[config.mk]
export PLATFORM = sky130hd
export DESIGN_NAME = command_tlv_deframer_core
export DESIGN_NICKNAME = d
export VERILOG_FILES = /design/src/sv/tlvd_pkg.sv /design/src/sv/tlvd_in_stage.sv /design/src/sv/tlvd_parser.sv /design/src/sv/tlvd_out_stage.sv /design/src/sv/command_tlv_deframer_core.sv
export SDC_FILE = /design/constraint.sdc
export NUM_CORES = 1
export LEC_CHECK = 0
export BUFFER_PORTS_ARGS = -buffer_cell sky130_fd_sc_hd__buf_4
export CAP_MARGIN = 20
export CORE_ASPECT_RATIO = 0.6
export CORE_MARGIN = 5
export CORE_UTILIZATION = 39
export CTS_BUF_LIST = sky130_fd_sc_hd__clkbuf_8
export DETAILED_ROUTE_END_ITERATION = 6
export PLACE_DENSITY = 0.63
export SYNTH_ARGS = -nofsm -noshare
export SYNTH_HDL_FRONTEND = slang
export SYNTH_SLANG_ARGS = --single-unit
[constraint.sdc]
create_clock -name clk -period 4.2 [get_ports clk]
set_input_delay 0.42 -clock clk [delete_from_list [all_inputs] [get_ports clk]]
set_output_delay 0.42 -clock clk [all_outputs]
set_load 0.01 [all_outputs]
[src/sv/tlvd_pkg.sv]
package tlvd_pkg;

	localparam int unsigned LENGTH_BYTES = 2;
	localparam logic [15:0] MAX_PAYLOAD_RESET = 16'd64;
	localparam logic [7:0]  CMD_RESET = 8'hFF;
	localparam logic [7:0]  PAD_BYTE = 8'h00;

	typedef enum logic [2:0] {
		PH_CMD = 3'b001,
		PH_LEN = 3'b010,
		PH_PAY = 3'b100
	} phase_t;

	typedef struct packed {
		logic [7:0]  command_code;
		logic [7:0]  payload_byte;
		logic [15:0] payload_index;
		logic        has_data;
		logic        last;
		logic        overflow;
	} res_t;

endpackage

[src/sv/tlvd_in_stage.sv]
module tlvd_in_stage (
	input  logic       clk,
	input  logic       arst_n,
	input  logic       in_valid,
	output logic       in_ready,
	input  logic [7:0] rx_byte,
	input  logic       fire,
	output logic       valid_s1,
	output logic [7:0] byte_s1
);
	import tlvd_pkg::*;

	assign in_ready = !valid_s1 || fire;

	always_ff @(posedge clk or negedge arst_n) begin
		if (!arst_n) begin
			valid_s1 <= 1'b0;
		end else if (in_valid && in_ready) begin
			valid_s1 <= 1'b1;
		end else if (fire) begin
			valid_s1 <= 1'b0;
		end
	end

	always_ff @(posedge clk) begin
		if (in_valid && in_ready) begin
			byte_s1 <= rx_byte;
		end
	end

endmodule

[src/sv/tlvd_parser.sv]
module tlvd_parser (
	input  logic           clk,
	input  logic           arst_n,
	input  logic           cfg_we,
	input  logic [15:0]    cfg_wdata,
	input  logic           fire,
	input  logic [7:0]     byte_s1,
	output logic           res_valid,
	output tlvd_pkg::res_t res
);
	import tlvd_pkg::*;

	phase_t      phase_q, phase_d;
	logic [7:0]  cmd_q, cmd_d;
	logic [1:0]  seen_q, seen_d;
	logic [15:0] flen_q, flen_d;
	logic [15:0] count_q, count_d;
	logic [15:0] max_q;
	logic [15:0] count_inc;
	logic [15:0] flen_new;

	assign count_inc = count_q + 16'd1;
	assign flen_new = seen_q[0] ? (flen_q | {byte_s1, 8'h00}) : (flen_q | {8'h00, byte_s1});

	always_comb begin
		phase_d = phase_q;
		cmd_d = cmd_q;
		seen_d = seen_q;
		flen_d = flen_q;
		count_d = count_q;
		res_valid = 1'b0;
		res = '0;
		res.command_code = cmd_q;
		unique case (phase_q)
			PH_LEN: begin
				flen_d = flen_new;
				seen_d = seen_q + 2'd1;
				if ({1'b0, seen_d} >= 3'(LENGTH_BYTES)) begin
					if (flen_new == 16'd0) begin
						res_valid = 1'b1;
						res.last = 1'b1;
						phase_d = PH_CMD;
					end else begin
						count_d = 16'd0;
						phase_d = PH_PAY;
					end
				end
			end
			PH_PAY: begin
				count_d = count_inc;
				res_valid = 1'b1;
				res.payload_byte = byte_s1;
				res.payload_index = count_q;
				res.has_data = 1'b1;
				res.overflow = (count_q >= max_q);
				res.last = (count_inc == flen_q);
				if (res.last) begin
					phase_d = PH_CMD;
				end
			end
			default: begin
				if (byte_s1 != PAD_BYTE) begin
					cmd_d = byte_s1;
					seen_d = 2'd0;
					flen_d = 16'd0;
					phase_d = PH_LEN;
				end
			end
		endcase
	end

	always_ff @(posedge clk or negedge arst_n) begin
		if (!arst_n) begin
			phase_q <= PH_CMD;
			cmd_q <= CMD_RESET;
			seen_q <= 2'd0;
			flen_q <= 16'd0;
			count_q <= 16'd0;
		end else if (fire) begin
			phase_q <= phase_d;
			cmd_q <= cmd_d;
			seen_q <= seen_d;
			flen_q <= flen_d;
			count_q <= count_d;
		end
	end

	always_ff @(posedge clk or negedge arst_n) begin
		if (!arst_n) begin
			max_q <= MAX_PAYLOAD_RESET;
		end else if (cfg_we) begin
			max_q <= cfg_wdata;
		end
	end

	a_phase_onehot: assert property (@(posedge clk) disable iff (!arst_n)
		$onehot(phase_q))
		else $error("phase register not one-hot");

	a_pay_len_nonzero: assert property (@(posedge clk) disable iff (!arst_n)
		(phase_q == PH_PAY) |-> (flen_q != 16'd0))
		else $error("payload phase with zero length");

	a_last_returns: assert property (@(posedge clk) disable iff (!arst_n)
		(fire && res_valid && res.last) |=> (phase_q == PH_CMD))
		else $error("last result did not end the command");

endmodule

[src/sv/tlvd_out_stage.sv]
module tlvd_out_stage (
	input  logic           clk,
	input  logic           arst_n,
	input  logic           valid_s1,
	input  logic           res_valid,
	input  tlvd_pkg::res_t res,
	input  logic           out_ready,
	output logic           fire,
	output logic           out_valid,
	output tlvd_pkg::res_t res_s2
);
	import tlvd_pkg::*;

	assign fire = valid_s1 && (!out_valid || out_ready);

	always_ff @(posedge clk or negedge arst_n) begin
		if (!arst_n) begin
			out_valid <= 1'b0;
		end else if (fire) begin
			out_valid <= res_valid;
		end else if (out_ready) begin
			out_valid <= 1'b0;
		end
	end

	always_ff @(posedge clk) begin
		if (fire && res_valid) begin
			res_s2 <= res;
		end
	end

endmodule

[src/sv/command_tlv_deframer_core.sv]
// channel   handshake               payload
// input     in_valid / in_ready     rx_byte
// output    out_valid / out_ready   command_code, payload_byte, payload_index,
//                                   has_data, last, overflow
// config    cfg_we                  cfg_wdata (max_payload)
//
// One byte per cycle sustained while out_ready is high; a taken byte goes into the
// input register, is parsed, and its result, if any, is presented from the result register.
// Reset: awaiting a command byte, command 255, max_payload 64, no item held.
// A stalled output holds its item; the input register keeps taking bytes
// until both registers are full.
module command_tlv_deframer_core (
	input  logic        clk,
	input  logic        arst_n,
	input  logic        in_valid,
	output logic        in_ready,
	input  logic [7:0]  rx_byte,
	input  logic        cfg_we,
	input  logic [15:0] cfg_wdata,
	output logic        out_valid,
	input  logic        out_ready,
	output logic [7:0]  command_code,
	output logic [7:0]  payload_byte,
	output logic [15:0] payload_index,
	output logic        has_data,
	output logic        last,
	output logic        overflow
);
	import tlvd_pkg::*;

	logic       fire;
	logic       valid_s1;
	logic [7:0] byte_s1;
	logic       res_valid;
	res_t       res;
	res_t       res_s2;

	tlvd_in_stage u_in (
		.clk      (clk),
		.arst_n   (arst_n),
		.in_valid (in_valid),
		.in_ready (in_ready),
		.rx_byte  (rx_byte),
		.fire     (fire),
		.valid_s1 (valid_s1),
		.byte_s1  (byte_s1)
	);

	tlvd_parser u_parser (
		.clk       (clk),
		.arst_n    (arst_n),
		.cfg_we    (cfg_we),
		.cfg_wdata (cfg_wdata),
		.fire      (fire),
		.byte_s1   (byte_s1),
		.res_valid (res_valid),
		.res       (res)
	);

	tlvd_out_stage u_out (
		.clk       (clk),
		.arst_n    (arst_n),
		.valid_s1  (valid_s1),
		.res_valid (res_valid),
		.res       (res),
		.out_ready (out_ready),
		.fire      (fire),
		.out_valid (out_valid),
		.res_s2    (res_s2)
	);

	assign command_code  = res_s2.command_code;
	assign payload_byte  = res_s2.payload_byte;
	assign payload_index = res_s2.payload_index;
	assign has_data      = res_s2.has_data;
	assign last          = res_s2.last;
	assign overflow      = res_s2.overflow;

	a_notice_shape: assert property (@(posedge clk) disable iff (!arst_n)
		(out_valid && !has_data) |-> (last && !overflow && payload_index == 16'd0))
		else $error("malformed zero-length notice");

endmodule
Yosys cells after proc, flatten, opt, wreduce, memory -nomap -nowiden
Index checks and enable logic that the tools add are counted.

operators by class
  multiplexer cells = 22
  magnitude comparators = 2
  bitwise gates (word level) = 4
  add/sub/neg operators = 2
  reduce and logical (&&, ||, !) cells = 19
  eq/ne operators = 6

operators with widths
  operator                 number
  $mux W16                 4
  $pmux W16 S2             2
  $add A16 B1 Y16 const B  1
  $eq A16 B16 Y1           1
  $ge A16 B16 Y1           1
  $logic_not A16 Y1        1
  $or A16 B16 Y16          1
  $or A16 B8 Y16           1
  $mux W3                  4
  $reduce_and A4 Y1        2
  $reduce_bool A2 Y1       4
  $reduce_bool A8 Y1       1
  $mux W1                  7
  $pmux W3 S2              1
  $reduce_and A3 Y1        2
  $ne A2 B1 Y1 const B     2
  $pmux W1 S2              2
  $pmux W2 S2              1
  $eq A3 B2 Y1 const B     1
  $eq A3 B3 Y1 const B     1
  $logic_and A1 B1 Y1      3
  $reduce_bool A3 Y1       1
  $add A2 B1 Y2 const B    1
  $ge A2 B2 Y1 const B     1
  other kinds (6)          9

storage, ports and cells
  output and inout bits = 37
  bits in registers = 106
  logic and storage cells = 70

Longest topological paths before layout
Gate-level depths: netlist of run 1.

  depth after elaboration = 7
  gate-level depth with buffers = 9
  gate-level depth less buffers = 9

Cells and area by module
Synthesis of run 1 repeated with hierarchy kept, for this count alone.

unflattened totals
  cells, all modules = 492
  area total of the unflattened synthesis = 5342.6 µm²

modules (own cells, without submodules)
  module          seq. area each (µm²)  times used  area an instance (µm²)  cells an instance
  tlvd_parser     1539.0                1           3928.8                  439
  tlvd_out_stage  1076.0                1           1119.8                  41
  tlvd_in_stage   265.3                 1           294.0                   12

Worst setup path after synthesis of run 1
OpenSTA, ideal clock, no wires.

  path kind = reg2reg
  start point = register u_in.byte_s1[6]
  end point = register u_out.res_s2[0] (netlist name)
  path buffers = 0
  arrival = 3.051 ns
  period minus slack after synthesis = 3.491 ns
  stages on the path, launching flop included = 5
  setup slack = 0.709 ns
  path through = edfxtp_1 nor4_1 nand3_1 or3_1 a21oi_1

on the way
  word-level cells in the longest chain between the ends = 7
  elaborated cells on any way between the ends = 8
  classes of those cells = mux (4); bitwise (2); reduce/logical (2)

RTL lines
  item                                               RTL line              RTL
  from (decl)                                        tlvd_in_stage.sv:9    output logic [7:0] byte_s1
  from (signal assigned)                             tlvd_in_stage.sv:27   byte_s1 <= rx_byte;
  $or A16 B8 Y16 or $or A16 B16 Y16 (tied branches)  tlvd_parser.sv:23     assign flen_new = seen_q[0] ? (flen_q | {byte_s1, 8'h00}) : (flen_q | {8'h00, byte_s1});
  $mux W16 *                                         tlvd_parser.sv:23
  $logic_not A16 Y1 *                                tlvd_parser.sv:39     if (flen_new == 16'd0) begin
  $mux W1 *                                          tlvd_parser.sv:39
  $mux W1 *                                          tlvd_parser.sv:38     if ({1'b0, seen_d} >= 3'(LENGTH_BYTES)) begin
  $pmux W1 S2 *                                      tlvd_parser.sv:34     unique case (phase_q)
  $logic_and A1 B1 Y1 *                              tlvd_out_stage.sv:27  if (fire && res_valid) begin

Mark *: on every way between the ends. The rest lies on a longest branch, timed or not.
A chain may end at the register's enable or synchronous reset.

Final worst setup path of run 1
  start point = register u_parser.count_q[6]
  end point = register u_parser.phase_q[2]

on the way
  word-level cells in the longest chain between the ends = 4

RTL lines
  item                         RTL line           RTL
  from (decl)                  tlvd_parser.sv:17  logic [15:0] count_q, count_d;
  from (signal assigned)       tlvd_parser.sv:84  count_q <= count_d;
  $add A16 B1 Y16              tlvd_parser.sv:22  assign count_inc = count_q + 16'd1;
  $eq A16 B16 Y1               tlvd_parser.sv:56  res.last = (count_inc == flen_q);
  $ne A2 B1 Y1 (no line)       -
  $reduce_and A4 Y1 (no line)  -
  to (signal assigned)         tlvd_parser.sv:80  phase_q <= phase_d;
  to (decl)                    tlvd_parser.sv:13  phase_t phase_q, phase_d;

Every way passes these cells.

==> results of run 1 <==
Yosys cell counts (all sizes together), types with 5 or more instances:
| library cell | number |
|---|---|
| buf | 13 |
| nor4 | 15 |
| edfxtp | 43 |
| nor2 | 37 |
| nand3 | 13 |
| inv | 26 |
| a21oi | 29 |
| a21o | 6 |
| xor2 | 5 |
| mux2 | 10 |
| nand2b | 5 |
| dfstp | 10 |
| dfrtp | 53 |
| clkbuf | 11 |
| o21ai | 42 |
| ha | 17 |
| nor3 | 13 |
| nand2 | 43 |
| and2 | 23 |
| nor2b | 6 |
| nand4 | 11 |
| xnor2 | 14 |
cell families after synthesis:
| kind of cell | after synthesis | synth area share, % |
|---|---|---|
| buffers and inverters | 50 | 4.02 |
| XOR/XNOR | 19 | 3.20 |
| AO/OA/AOI/OAI | 102 | 12.2 |
| AND/OR/NAND/NOR | 183 | 18.7 |
| adder cells (fa/ha/maj) | 17 | 4.09 |
| flip-flops | 106 | 55.4 |
| multiplexers | 11 | 2.36 |
metal layers:
metal / GRT usage [%] / share of wire (%)
met1: 25.2 / 52
met2: 21.1 / 39
met3: 5.71 / 7.9
met4: 3.47 / 1.2
met5: 0 / 0
worst max-delay path by stage:
stage | start | endpoint | slack (ns) | cells after the start
2_1_floorplan | u_in.byte_s1[6]$_DFFE_PP_ | u_out.res_s2[0]$_SDFFCE_PN0P_ | 0.71 | 4
3_3_place_gp | u_in.byte_s1[6]$_DFFE_PP_ | u_parser.count_q[11]$_DFFE_PN0P_ | 1.24 | 6
3_5_place_dp | u_parser.count_q[6]$_DFFE_PN0P_ | u_parser.phase_q[2]$_DFFE_PN0P_ | 1.15 | 7
4_1_cts | u_parser.count_q[2]$_DFFE_PN0P_ | u_parser.phase_q[2]$_DFFE_PN0P_ | 1.11 | 7
5_1_grt | u_in.byte_s1[6]$_DFFE_PP_ | u_parser.count_q[15]$_DFFE_PN0P_ | 0.78 | 6
6_report | u_parser.count_q[6]$_DFFE_PN0P_ | u_parser.phase_q[2]$_DFFE_PN0P_ | 1.09 | 7
critical path, cell delays in order (launching register included):
cell	delay, ns
dfrtp_1	0.61
nand4_2	0.27
or4_1	0.62
xnor2_1	0.18
a2111oi_2	0.43
nand4_1	0.19
o31ai_2	0.33
mux2_1	0.37
stage by stage:
stage          cell area (um2)  std cells  utilization, %  total power (uW)  worst slack [ns]
2_1_floorplan             5190        488               -              1980             0.709
3_3_place_gp              5810        701            44.9              2220              1.24
3_5_place_dp              5810        701            44.9              2230              1.15
4_1_cts                   6040        717            46.7              2960              1.11
5_1_grt                   6040        717            46.7              3110             0.775
6_report                  6040        717            46.7              2940              1.09
layout make-up:
cell class                 count  area share [%]
clock buffer                   9            2.05
clock inverter                 7            1.76
inverter                      26            1.62
multi-input combinational    332            35.0
sequential                   106            47.7
tap                          170            3.52
timing repair buffer          67            8.33
power by group through the flow:
stage / combinational, uW / clock, uW / sequential (uW)
global route: 836 / 783 / 1490
detailed placement: 749 / 0 / 1480
CTS: 753 / 741 / 1460
finish: 753 / 719 / 1460
global placement: 741 / 0 / 1480
floorplan: 539 / 0 / 1440
sequential cells by signal (all words and copies together), names as in the netlist, 2 cells and up:
signal / count
u_out.res_s2: 35
u_parser.count_q: 16
u_parser.flen_q: 16
u_parser.max_q: 16
u_in.byte_s1: 8
u_parser.cmd_q: 8
u_parser.phase_q: 3
u_parser.seen_q: 2
==> results.ini, run 1 <==
[route]
firstDrtPassIters = 5
first_iter_violations = 364
via_per_inst = 5.41
drt-wirelength-per-cell_um = 17.6
drc = 0
vias = 3880
ant_nets = 0
drt-total-wl_um = 12600

[cts]
htree_levels = 3
root_buffer = clkbuf_8
cts_tree = built
postCtsHoldBufs = 0
post_cts_buffers = 0
cts_sinks = 106
clkLatencyLatePin_ns = 0.38
clk_pin_slew_ns = 0.10
cts.path.max_buffers = 2
cts_resized = 0
cts_made_buffers = 9

[yosys]
ys_warn_count = 0
synthesis.nets = 534
postSynthCellCount = 488
async_flop_share_pct = 59.4
synth_top_cell_by_area = dfrtp_1
synth_seq_cells = 106
yosys_most_used_dff = dfrtp_1
ys_seq_area_share_pct = 55.4
synth-edff-count = 43
syn_area_per_cell_um2 = 10.6
ys_top_cells_by_area = dfrtp_1 26%, edfxtp_1 25%, dfstp_2 5.1%
synth_top_area_share_pct = 25.5
syn-cell-area_um2 = 5190
synthDistinctLibCells = 53

[cells_and_area]
regArea_um2 = 2880
diodes = 0
drive_gt1_share_pct = 21.0
syn_to_final_growth_pct = 16.3
finalNetCount = 588
nFillCells = 1214
mostFrequentLayoutCell = buf_4
multi_input_area_um2 = 2120
layout_common_cells = 67 x buf_4, 53 x dfrtp_1, 43 x nand2_1, 43 x edfxtp_1, 41 x o21ai_0

[global_routing]
overflow = 0
track_usage_pct = 16.1
grt_max_degree = 64
grt_pass1_vias = 3778
grt_pass1_wl_um = 20400
antenna_found_initial = 0

[critical_path]
crit_path_max_fanout = 13
start_kind = flip-flop
reg2reg_slack_ns = 1.09
rr_endpoint = u_parser.phase_q[2]$_DFFE_PN0P_
crit_required_ns = 4.47
worst-r2r-cell-count = 7
end_kind = flip-flop
path_class = reg2reg
rr_startpoint = u_parser.count_q[6]$_DFFE_PN0P_
cp_data_arrival_time_ns = 3.38

[pwr]
power.share.combinational_pct = 25.7
switchingPower_uw = 982
peakVddDrop_uv = 207
p_seq_share_pct = 49.9
intPower_uw = 1950
total_leakage_power_uw = 0.00253
clockPowerShare_pct = 24.5
power_density_nw_per_um2 = 486
swShare_pct = 33.4

[timing]
clock_skew_ns = 0.00738
slew_headroom_pct = 29.8
hold_viol_final = 0
maxSlewViolCount = 0
timing.final.crit_share_pct = 74.0
clock.fmax_ghz = 0.322
holdWs_ns = 0.129
setup-tns-final_ns = 0
setup_viol = 0
min_period_ns = 3.11
rsz0062_at_grt = false
worst_pin_slew_ns = 1.05

[floorplanning]
die_w_um = 159
design.core.area_um2 = 12900
ios = 66
die_h_um = 99.4
dieArea_um2 = 15800
row_count = 32
initial_core_util_pct = 40.2

[placement]
port_buffers = 65
dp_hpwl_um = 9110
gp_congestion = 0.975

[outcome]
status = complete, no violations

[hold_path]
hold_class = in2async

[job]
maxCapViolCount = 0

(Power assumes the default switching activity.)
==> inputs of run 2 (changes only) <==
Clock period 4.2 ns to 3.24 ns, I/O delays scaled along.
==> run 2 against run 1 <==
Compared with the run above:
- clock skew increased by 0.0025 ns
- sequential power increased by 31%
- utilization increased by 0.60 points
- first-iteration DRC count decreased by 3.6%
- non-clock buffer count increased by 14
- routed wire length increased by 5.4%
- cell area increased by 1.3%
- global-route usage increased by 1.1 points
- largest cell class unchanged
- largest power group unchanged
==> results.ini, run 2 (synthesis results as in run 1) <==
[outcome]
status = complete, no violations

[cts]
cts_tree = built
root_buffer = clkbuf_8
cts.path.max_buffers = 2
cts_made_buffers = 9
clkLatencyLatePin_ns = 0.38
htree_levels = 3
cts_sinks = 106
clk_pin_slew_ns = 0.10

[global_routing]
grt_max_degree = 64
antenna_found_initial = 0
grt_pass1_wl_um = 21700
track_usage_pct = 17.3
grt_pass1_vias = 3929
overflow = 0

[floorplanning]
ios = 66
initial_core_util_pct = 40.2
die_h_um = 99.4
die_w_um = 159
design.core.area_um2 = 12900
dieArea_um2 = 15800
row_count = 32

[route]
via_per_inst = 5.40
first_iter_violations = 351
ant_nets = 0
drc = 0
vias = 3953
firstDrtPassIters = 5
drt-wirelength-per-cell_um = 18.1
drt-total-wl_um = 13300

[critical_path]
path_class = reg2reg
crit_path_max_incr_delay_ns = 0.64
end_kind = flip-flop
path_cells = nand2_1, or4_1, xnor2_1, a2111oi_2, nand4_1, o31ai_2, mux2_1
worst-r2r-cell-count = 7
cp_slowest_cell = or4_1
cp_data_arrival_time_ns = 3.31
cp.depth = 7
critPathTopFamily = simple AND/OR/NAND/NOR gates
cp_num_buf_inv = 0
start_kind = flip-flop
crit_path_max_fanout = 10
crit_required_ns = 3.50

[cells_and_area]
drive_gt1_share_pct = 23.2
finalNetCount = 602
layout_common_cells = 80 x buf_4, 53 x dfrtp_1, 43 x nand2_1, 43 x edfxtp_1, 41 x o21ai_0
syn_to_final_growth_pct = 17.8
largest-register = u_out.res_s2
mostFrequentLayoutCell = buf_4
nFillCells = 1189
largest_reg_flops = 35

[timing]
min_period_ns = 3.05
slew_headroom_pct = 44.5
setup-tns-final_ns = 0
clock.fmax_ghz = 0.328
rsz0062_at_grt = false
worst_pin_slew_ns = 0.833
holdWs_ns = 0.0446
timing.final.crit_share_pct = 94.0
hold_viol_final = 0
clock_skew_ns = 0.00984
setup_viol = 0
maxSlewViolCount = 0

[job]
maxCapViolCount = 0

[placement]
gp_congestion = 0.926
dp_hpwl_um = 9670
port_buffers = 65

[pwr]
power_density_nw_per_um2 = 617
peakVddDrop_uv = 350
total_leakage_power_uw = 0.00258

[hold_path]
hold_class = in2async

run 2: cell type report:
class / instances / area, um2 / area share [%]
Tap cell: 170 / 213 / 3.48
Multi-Input combinational cell: 332 / 2120 / 34.6
Clock buffer: 10 / 138 / 2.25
Sequential cell: 106 / 2880 / 47.1
Inverter: 26 / 97.6 / 1.60
Clock inverter: 6 / 47.5 / 0.777
Antenna cell: 1 / 2.50 / 0.0409
Timing Repair Buffer: 81 / 621 / 10.1
run 2: worst paths after layout:
check	startpoint	to	slack, ns
max	u_parser.count_q[4]$_DFFE_PN0P_	u_parser.phase_q[2]$_DFFE_PN0P_	0.19
min	arst_n	u_in.valid_s1$_DFFE_PN0P_	0.04
max reg2reg	u_parser.count_q[4]$_DFFE_PN0P_	u_parser.phase_q[2]$_DFFE_PN0P_	0.19
min reg2reg	u_parser.seen_q[1]$_DFFE_PN0P_	u_parser.seen_q[1]$_DFFE_PN0P_	0.51
max in group asynchronous	arst_n	u_parser.count_q[15]$_DFFE_PN0P_	2.66
min in group clk	rx_byte[0]	u_in.byte_s1[0]$_DFFE_PP_	0.12
run 2: repair_timing:
item | CTS | global route
hold buffers | 0 | 0
setup buffers | 0 | 0
resized for setup | 0 | 1
setup endpoints to repair | 0 | 1
run 2: where the power goes:
| group | switching (uW) | leakage (uW) | internal (uW) |
|---|---|---|---|
| clock network | 471 | 0.0000933 | 308 |
| logic | 619 | 0.00126 | 468 |
| registers | 223 | 0.00123 | 1680 |
| total | 1310 | 0.00258 | 2460 |
run 2: metal layers:
metal,part of all wire [%],global-route usage (%),up-vias
met3,7.9,5.01,10
met5,0,0,-
li1,-,-,1870
met2,39,23.3,152
met1,52,27.2,1921
met4,0.81,3.47,0
run 2: metrics by stage:
step	util, %	worst slack, ns	std cells	power, uW	area [um2]
global placement	45.8	0.329	715	2970	5930
floorplan	-	0.521	488	2560	5200
finish	47.3	0.193	732	3770	6120
detailed placement	45.8	0.236	715	3000	5930
global route	47.3	0.00270	731	3990	6120
CTS	47.3	0.188	731	3790	6110
